--- src/rtl/assert_macros.svh ---
// assertion macros used by socket_bind_table.sv
// no dependencies; included inside module bodies that reference clk and rst_n
`ifndef ASSERT_MACROS_SVH
`define ASSERT_MACROS_SVH
`ifndef SYNTH
// same-cycle implication, checked at every rising clock edge out of reset
`define ASSERT_IMP(label, ante, cons) \
    label: assert property (@(posedge clk) disable iff (!rst_n) (ante) |-> (cons)) \
        else $error("assertion failed: same-cycle implication");
// next-cycle implication
`define ASSERT_NEXT(label, ante, cons) \
    label: assert property (@(posedge clk) disable iff (!rst_n) (ante) |=> (cons)) \
        else $error("assertion failed: next-cycle implication");
`else
`define ASSERT_IMP(label, ante, cons)
`define ASSERT_NEXT(label, ante, cons)
`endif
`endif

--- src/rtl/sbt_pkg.sv ---
// types and constants of the socket bind table
// no dependencies
`timescale 1ns / 1ps
package sbt_pkg;

    localparam int TABLE_ENTRIES = 16;
    localparam int IDX_W         = (TABLE_ENTRIES > 1) ? $clog2(TABLE_ENTRIES) : 1;

    localparam logic [1:0] ACT_BIND  = 2'd0;
    localparam logic [1:0] ACT_CLOSE = 2'd1;
    localparam logic [1:0] ACT_QUERY = 2'd2;

    localparam logic [1:0] ST_OK     = 2'd0;
    localparam logic [1:0] ST_BOUND  = 2'd1;
    localparam logic [1:0] ST_IN_USE = 2'd2;
    localparam logic [1:0] ST_FULL   = 2'd3;

    typedef struct packed {
        logic [1:0]  action;
        logic [7:0]  socket_id;
        logic [7:0]  addr_family;
        logic [15:0] port;
        logic [31:0] ip_address;
    } req_t;

    typedef struct packed {
        logic [1:0]  status;
        logic        found;
        logic [7:0]  out_family;
        logic [15:0] out_port;
        logic [31:0] out_ip;
    } rsp_t;

    typedef struct packed {
        logic [7:0]  socket;
        logic [7:0]  family;
        logic [15:0] port;
        logic [31:0] ip;
    } entry_t;

endpackage

--- src/rtl/socket_bind_table.sv ---
// socket bind table: bind / close / query over a table of bound sockets
// depends on sbt_pkg and assert_macros.svh
`timescale 1ns / 1ps
// a new request can be accepted in the strobe cycle
// the cost is the scan: one entry of the table memory is read per cycle through its read port
// busy stays high from accept until the result strobe, one request at a time
// done pulses for one cycle with rsp; the receiver cannot stall it
// async active-low reset clears all valid bits, the table data stays undefined until written
module socket_bind_table (
    input  logic          clk,
    input  logic          rst_n,
    input  logic          start,
    output logic          busy,
    input  sbt_pkg::req_t req,
    output logic          done,
    output sbt_pkg::rsp_t rsp
);
    import sbt_pkg::*;

    // sequencer states
    localparam logic [1:0] S_IDLE  = 2'd0;   // waiting for a request
    localparam logic [1:0] S_SCAN  = 2'd1;   // issuing one memory read per cycle
    localparam logic [1:0] S_DRAIN = 2'd2;   // checking the last entry read
    localparam logic [1:0] S_FIN   = 2'd3;   // decide, update table, register result

    localparam logic [IDX_W-1:0] LAST_IDX = IDX_W'(TABLE_ENTRIES - 1);

    // table data, with a write port and a registered read port
    entry_t entry_mem [TABLE_ENTRIES];
    entry_t rd_data_reg;

    // valid bits in flops so reset clears them at once
    logic [TABLE_ENTRIES-1:0] valid_reg, valid_next;

    logic [1:0]       state_reg, state_next;
    req_t             req_reg, req_next;
    logic [IDX_W-1:0] cnt_reg, cnt_next;          // read address during the scan
    logic             chk_vld_reg, chk_vld_next;  // read data returns this cycle
    logic [IDX_W-1:0] chk_idx_reg, chk_idx_next;  // index of the returning entry

    // scan results
    logic             hit_reg, hit_next;          // socket already has an entry
    logic [IDX_W-1:0] hit_idx_reg, hit_idx_next;
    entry_t           hit_data_reg, hit_data_next;
    logic             conf_reg, conf_next;        // port / address conflict
    logic             free_reg, free_next;        // a free slot was seen
    logic [IDX_W-1:0] free_idx_reg, free_idx_next; // lowest free slot

    logic  done_reg, done_next;
    rsp_t  rsp_reg, rsp_next;

    logic  mem_we;
    logic  chk_valid;
    logic  sock_match;
    logic  port_conf;

    // compare stage on the entry that comes back from memory
    always_comb
    begin
        chk_valid  = valid_reg[chk_idx_reg];
        sock_match = chk_vld_reg && chk_valid && (rd_data_reg.socket == req_reg.socket_id);
        port_conf  = chk_vld_reg && chk_valid && (rd_data_reg.port == req_reg.port)
                     && ((rd_data_reg.ip == req_reg.ip_address) || (rd_data_reg.ip == 32'd0)
                         || (req_reg.ip_address == 32'd0));
    end

    always_comb
    begin
        state_next    = state_reg;
        req_next      = req_reg;
        cnt_next      = cnt_reg;
        chk_vld_next  = 1'b0;
        chk_idx_next  = cnt_reg;
        hit_next      = hit_reg;
        hit_idx_next  = hit_idx_reg;
        hit_data_next = hit_data_reg;
        conf_next     = conf_reg;
        free_next     = free_reg;
        free_idx_next = free_idx_reg;
        valid_next    = valid_reg;
        done_next     = 1'b0;
        rsp_next      = rsp_reg;
        mem_we        = 1'b0;

        // fold the returning entry into the scan flags
        if (sock_match && !hit_reg)
        begin
            hit_next      = 1'b1;
            hit_idx_next  = chk_idx_reg;
            hit_data_next = rd_data_reg;
        end
        if (port_conf)
        begin
            conf_next = 1'b1;
        end
        if (chk_vld_reg && !chk_valid && !free_reg)
        begin
            free_next     = 1'b1;
            free_idx_next = chk_idx_reg;
        end

        case (state_reg)
            S_IDLE:
            begin
                if (start)
                begin
                    req_next   = req;
                    cnt_next   = '0;
                    hit_next   = 1'b0;
                    conf_next  = 1'b0;
                    free_next  = 1'b0;
                    state_next = S_SCAN;
                end
            end
            S_SCAN:
            begin
                chk_vld_next = 1'b1;
                cnt_next     = cnt_reg + 1'b1;
                if (cnt_reg == LAST_IDX)
                begin
                    state_next = S_DRAIN;
                end
            end
            S_DRAIN:
            begin
                state_next = S_FIN;
            end
            S_FIN:
            begin
                rsp_next   = '0;
                done_next  = 1'b1;
                state_next = S_IDLE;
                case (req_reg.action)
                    ACT_BIND:
                    begin
                        // priority: already bound, then in use, then full
                        if (hit_reg)
                        begin
                            rsp_next.status = ST_BOUND;
                        end
                        else if (conf_reg)
                        begin
                            rsp_next.status = ST_IN_USE;
                        end
                        else if (!free_reg)
                        begin
                            rsp_next.status = ST_FULL;
                        end
                        else
                        begin
                            mem_we                   = 1'b1;
                            valid_next[free_idx_reg] = 1'b1;
                        end
                    end
                    ACT_CLOSE:
                    begin
                        if (hit_reg)
                        begin
                            valid_next[hit_idx_reg] = 1'b0;
                        end
                    end
                    ACT_QUERY:
                    begin
                        if (hit_reg)
                        begin
                            rsp_next.found      = 1'b1;
                            rsp_next.out_family = hit_data_reg.family;
                            rsp_next.out_port   = hit_data_reg.port;
                            rsp_next.out_ip     = hit_data_reg.ip;
                        end
                    end
                    default:
                    begin
                        // unused action code: no change, zero result
                    end
                endcase
            end
            default:
            begin
                state_next = S_IDLE;
            end
        endcase
    end

    // control state
    always_ff @(posedge clk or negedge rst_n)
    begin
        if (!rst_n)
        begin
            state_reg   <= S_IDLE;
            chk_vld_reg <= 1'b0;
            valid_reg   <= '0;
            done_reg    <= 1'b0;
        end
        else
        begin
            state_reg   <= state_next;
            chk_vld_reg <= chk_vld_next;
            valid_reg   <= valid_next;
            done_reg    <= done_next;
        end
    end

    // payload and scan bookkeeping
    always_ff @(posedge clk)
    begin
        req_reg      <= req_next;
        cnt_reg      <= cnt_next;
        chk_idx_reg  <= chk_idx_next;
        hit_reg      <= hit_next;
        hit_idx_reg  <= hit_idx_next;
        hit_data_reg <= hit_data_next;
        conf_reg     <= conf_next;
        free_reg     <= free_next;
        free_idx_reg <= free_idx_next;
        rsp_reg      <= rsp_next;
    end

    // table memory: write on a successful bind, read at the scan address
    always_ff @(posedge clk)
    begin
        if (mem_we)
        begin
            entry_mem[free_idx_reg] <= '{socket: req_reg.socket_id,
                                         family: req_reg.addr_family,
                                         port:   req_reg.port,
                                         ip:     req_reg.ip_address};
        end
        rd_data_reg <= entry_mem[cnt_reg];
    end

    assign busy = (state_reg != S_IDLE);
    assign done = done_reg;
    assign rsp  = rsp_reg;

`include "assert_macros.svh"

    // result strobe only once the sequencer is back in idle
    `ASSERT_IMP(a_done_idle, done, !busy)
    // an accepted request always starts the scan
    `ASSERT_NEXT(a_start_scan, start && !busy, state_reg == S_SCAN)
    // one strobe per request
    `ASSERT_NEXT(a_done_pulse, done, !done)
    // only a query can report a bound address
    `ASSERT_IMP(a_found_query, done && rsp.found, req_reg.action == ACT_QUERY)
    // a bind that reports ok leaves its slot valid
    `ASSERT_IMP(a_bind_valid, done && (req_reg.action == ACT_BIND) && (rsp.status == ST_OK),
                valid_reg[free_idx_reg])

endmodule

--- config.mk ---
export PLATFORM = sky130hd
export DESIGN_NAME = socket_bind_table
export DESIGN_NICKNAME = d
export VERILOG_FILES = /design/src/rtl/sbt_pkg.sv /design/src/rtl/socket_bind_table.sv
export VERILOG_INCLUDE_DIRS = /design/src /design/src/rtl
export SDC_FILE = /design/constraint.sdc
export NUM_CORES = 1
export LEC_CHECK = 0
export CAP_MARGIN = 20
export CORE_MARGIN = 10
export CORE_UTILIZATION = 40
export CTS_CLUSTER_DIAMETER = 200
export DETAILED_ROUTE_END_ITERATION = 10
export DONT_BUFFER_PORTS = 1
export SLEW_MARGIN = 20
export SYNTH_ARGS = -nofsm -noshare
export SYNTH_HDL_FRONTEND = slang
export SYNTH_SLANG_ARGS = --single-unit
--- constraint.sdc ---
create_clock -name clk -period 18.75 [get_ports clk]
set_input_delay 1.875 -clock clk [delete_from_list [all_inputs] [get_ports clk]]
set_output_delay 1.875 -clock clk [all_outputs]
set_load 0.02 [all_outputs]
; Word-level counts from Yosys, hierarchy flattened
; Memory sizes are Yosys's and may differ from the RTL's. A register that Yosys moved wholly into a read port is not among the register bits.
; Cells that the tools add are included.
[classes]
add_sub_neg = 1
n_lt_le_gt_ge = 5
n_eq_ne = 15
mux = 38
n_bitwise = 4
reduce_logical = 27
[op_table]
columns = op, count
row1 = $logic_not 32->1, 2
row2 = $mux 16, 4
row3 = $mux 57, 1
row4 = $eq 32x32->1, 1
row5 = $pmux 16 s2, 1
row6 = $mux 1, 22
row7 = $and 16x16->16, 1
row8 = $eq 16x16->1, 1
row9 = $not 16->16, 1
row10 = $or 16x16->16, 1
row11 = $lt 4x5->1 const B, 3
row12 = $ne 2x2->1 const B, 6
row13 = $logic_and 1x1->1, 9
row14 = $demux 1 s4, 2
row15 = $eq 8x8->1, 1
row16 = $ge 4x1->1 const B, 2
row17 = $mux 2, 4
row18 = $pmux 2 s4, 1
row19 = $pmux 4 s2, 1
row20 = $reduce_and 2->1, 4
row21 = $eq 2x2->1 const B, 3
row22 = $reduce_and 6->1, 1
row23 = $reduce_bool 2->1, 3
row24 = $add 4x1->4 const B, 1
row25 = other kinds (9), 14
[totals]
reg_bits = 220
ramBits = 1024
input_bits = 69
output_inout_bits = 61
word_cells = 116
n_memories = 1
[memory_table]
columns = name, words, word_bits, read_ports, rd_ports_with_merged_regs, wr, line_no
row1 = entry_mem, 16, 64, 1, 1, 1, socket_bind_table.sv:29  ; entry_t entry_mem [TABLE_ENTRIES];

; Depth between registers and ports, before layout
[depth]
ltp_word = 9
mapped_depth = 7
mapped_depth_nobuf = 7

; Least setup slack after synthesis
; Ideal clock, no wire load.
[synth_path]
path_kind = register to register
startpoint = register state_reg[0]
endpoint = memory entry_mem[0][0] (netlist name) (enable)
setup_time_ns = 0.567
t_arrival_ns = 7.108
required_time_ns = 18.183
slack_ns = 11.075
path_stages_with_launch = 5
n_path_buf = 0
synth_period_minus_slack_ns = 7.675
cell_sequence = dfrtp_1 > ha_1 > and3_1 > or3b_1 > nor3_1
[synth_via]
elab_chain_cells = 4
[synth_rtl]
columns = item, line_no
row1 = from (decl), socket_bind_table.sv:35  ; logic [1:0] state_reg, state_next;
row2 = from (signal assigned), socket_bind_table.sv:197  ; state_reg <= state_next;
row3 = $eq 2x2->1, socket_bind_table.sv:102  ; case (state_reg)
row4 = $mux 1, socket_bind_table.sv:102
row5 = $mux 1, socket_bind_table.sv:222  ; if (mem_we)
row6 = $mux 1 (not written as such), socket_bind_table.sv:224  ; entry_mem[free_idx_reg] <= '{socket: req_reg.socket_id,
row7 = to (decl), socket_bind_table.sv:29
; Every way passes these cells.

==> qor.txt <==
sequential-to-total area share from yosys stat -> 0.8014
CP max FO -> 80
Initial Utilization -> 0.4017
gpl congestion -> 0.7749
clock slew at reported path FFs -> 0.06 ns
Setup TNS -> 0 ns
Synth area leader -> edfxtp_1
Chip Width -> 366.4 um
grt ovf -> 0
cts bufs inserted -> 136
die footprint -> 0.1343 sq mm
WL/cell -> 27.92 um
worst-margin pin slew -> 1.152 ns
Seq cells post-synth -> 1308
Synth Flop Type -> edfxtp_1
largest net degree at the start of global routing -> 114
number of max-cap violations -> 0
Post-CTS Hold Fix Bufs -> 0
Worst EP required -> 19.35 ns
Final setup viols -> 0
share of layout cells above drive strength 1 -> 0.2749
CTS tree -> built
Clk network pwr share -> 0.338
P_sw -> 2125 uW
multi-input combinational cell area -> 0.009131 sq mm
Initial DRT Pass Iterations -> 5
worst hold stages -> 0
Cells after Synth -> 1968
share of Yosys cell area claimed by the top area cell type -> 0.7613
Root Buffer -> clkbuf_16
yosys warns -> 0
initial antenna violation count -> 20
max reg flops -> 1024
commonest non-fill, non-tap cell in the layout -> edfxtp_1
Final Hold Viols -> 0
Sink Count -> 1308
via count -> 20568
Net count, final -> 2149
Final ANT Viol Nets -> 0
RSZ-0062 raised after global routing -> false
Die H -> 366.4 um
reg2reg start -> chk_idx_next[0]
Rows -> 127
Post-synth EDFFs -> 1217
max-slew violations -> 0
Synth Net Count -> 2042
slew margin rel. -> 0.2323
Peak VDD IR -> 0.0001006 V
status -> completed
Tot GR Track Use -> 0.1578
Clock Latency Late Sink -> 0.75 ns
final WL -> 106.1 mm
Setup Fix Bufs, Post-CTS -> 0
# IOs -> 130
Combinational Power Share -> 0.187
worst-case clock buffer depth -> 3
power per cell area -> 146.4 mW/mm^2
most frequent cells in the layout -> 1217 x edfxtp_1, 324 x mux4_2, 139 x clkbuf_16
synth unique cells -> 39
# fillers -> 9817
DP HPWL -> 57.30 mm
Initial DRC Count -> 2130
post-CTS sizing -> 0
Crit. End Element -> register
Reg-to-Reg End -> rd_data_reg[32]
Min Hold Slack -> 0.4032 ns
WS Path Type -> reg2reg
I/O Buffers -> 0
# DRC -> 0
min-delay src -> rd_data_reg[55]
core area -> 0.1195 sq mm
f_max -> 0.2521 GHz
register area -> 0.03847 sq mm
Area contributors post-synth -> edfxtp_1 76%, mux4_2 15%, dfxtp_1 3.0%
Worst R2R Path Depth -> 6
Sw Share -> 0.2654
clk_skew -> 0.04269 ns
Mean Syn Cell Area -> 24.39 sq um
fin crit period -> 3.967 ns
H-tree levels -> 4
WHS Endpoint -> hit_data_reg[55]
Worst Hold Class -> reg2reg
WP data arrival -> 4.56 ns
Async SR Flop Fraction -> 0.01529
Netlist Area Pre-Place -> 0.04800 sq mm
setup slack, reg-to-reg -> 14.78 ns
P_int -> 5882 uW
synthesis-to-finish area growth -> 13.90%
Vias/cell -> 5.413
Reg power frac -> 0.475
vias in the first global route -> 21873
first-pass GRT wire length -> 155.9 mm
LEAKAGE -> 0.01697 uW
CP Launch Type -> register
fin crit share -> 0.2116
==> kinds of logic after synthesis <==
kind of cell | Yosys count | synth area share
mux | 327 | 0.1526
fa+ha+maj | 5 | 0.001303
buf+inv | 91 | 0.01139
flops | 1308 | 0.8014
simple gates | 151 | 0.01822
compound gates | 28 | 0.004484
xor+xnor | 58 | 0.01058
==> Yosys cell counts, types with 5 or more instances <==
library cell / instances
edfxtp_1: 1217
xnor2_1: 34
dfrtp_1: 20
buf_2: 14
inv_1: 12
a21oi_1: 5
nor3_1: 6
nand2_1: 10
xor2_1: 24
clkbuf_1: 36
and2_1: 57
nor2_1: 20
buf_6: 25
nor4_1: 23
ha_1: 5
mux4_2: 324
dfxtp_1: 71
a2bb2oi_1: 12
nand4_1: 14
==> per-layer routing <==
metal / up-vias / routed length, um / GRT usage
met3: 168 / 6563 / 0.03385
met2: 710 / 53710 / 0.2639
li1: 8557 / - / -
met4: 8 / 1977 / 0.04011
met1: 11125 / 43780 / 0.2097
met5: - / 48 / 0
==> critical path: stages, from the launching register on <==
cell	delay [ns]
edfxtp_1	0.35
buf_4	0.51
buf_12	0.36
buf_16	0.52
buf_4	0.85
mux4_2	0.61
mux4_2	0.47
==> worst max-delay path by stage <==
stage / from / endpoint / slack, ns / cells past startpoint
floorplan: state_reg[0] / entry_mem[0][0] / 11.08 / 4
global placement: chk_idx_next[0] / rd_data_reg[31] / 14.79 / 5
detailed placement: chk_idx_next[0] / rd_data_reg[35] / 14.72 / 5
CTS: chk_idx_next[0] / rd_data_reg[37] / 14.71 / 5
global route: chk_idx_next[0] / rd_data_reg[39] / 14.41 / 6
finish: chk_idx_next[0] / rd_data_reg[32] / 14.78 / 6
==> power groups by stage <==
stage	combinational [uW]	sequential, uW	clock [uW]
after floorplan	1210	3740	0
after global placement	1520	3850	0
after detailed placement	1530	3860	0
after CTS	1540	3810	2760
after global routing	1620	3830	2880
final	1500	3800	2710
==> area by class of cell <==
cell class,instances,area share
clock inverter,65,0.01375
inverter,12,0.0008696
antenna,2,0.00009154
sequential,1308,0.7036
timing repair buffer,48,0.008376
clock buffer,184,0.06945
tap,1612,0.03689
multi-input combinational,569,0.1670
==> through the flow <==
step | cell area [sq um] | instances | utilization | setup WS (ns) | total power [uW]
2_1_floorplan | 48000 | 1968 | - | 11.08 | 4958
3_3_place_gp | 49990 | 3544 | 0.4184 | 14.79 | 5369
3_5_place_dp | 50030 | 3546 | 0.4187 | 14.72 | 5397
4_1_cts | 54580 | 3795 | 0.4568 | 14.71 | 8103
5_1_grt | 54670 | 3798 | 0.4575 | 14.41 | 8329
6_report | 54670 | 3800 | 0.4576 | 14.78 | 8007
Note: power is estimated with default switching activity, not from simulation.
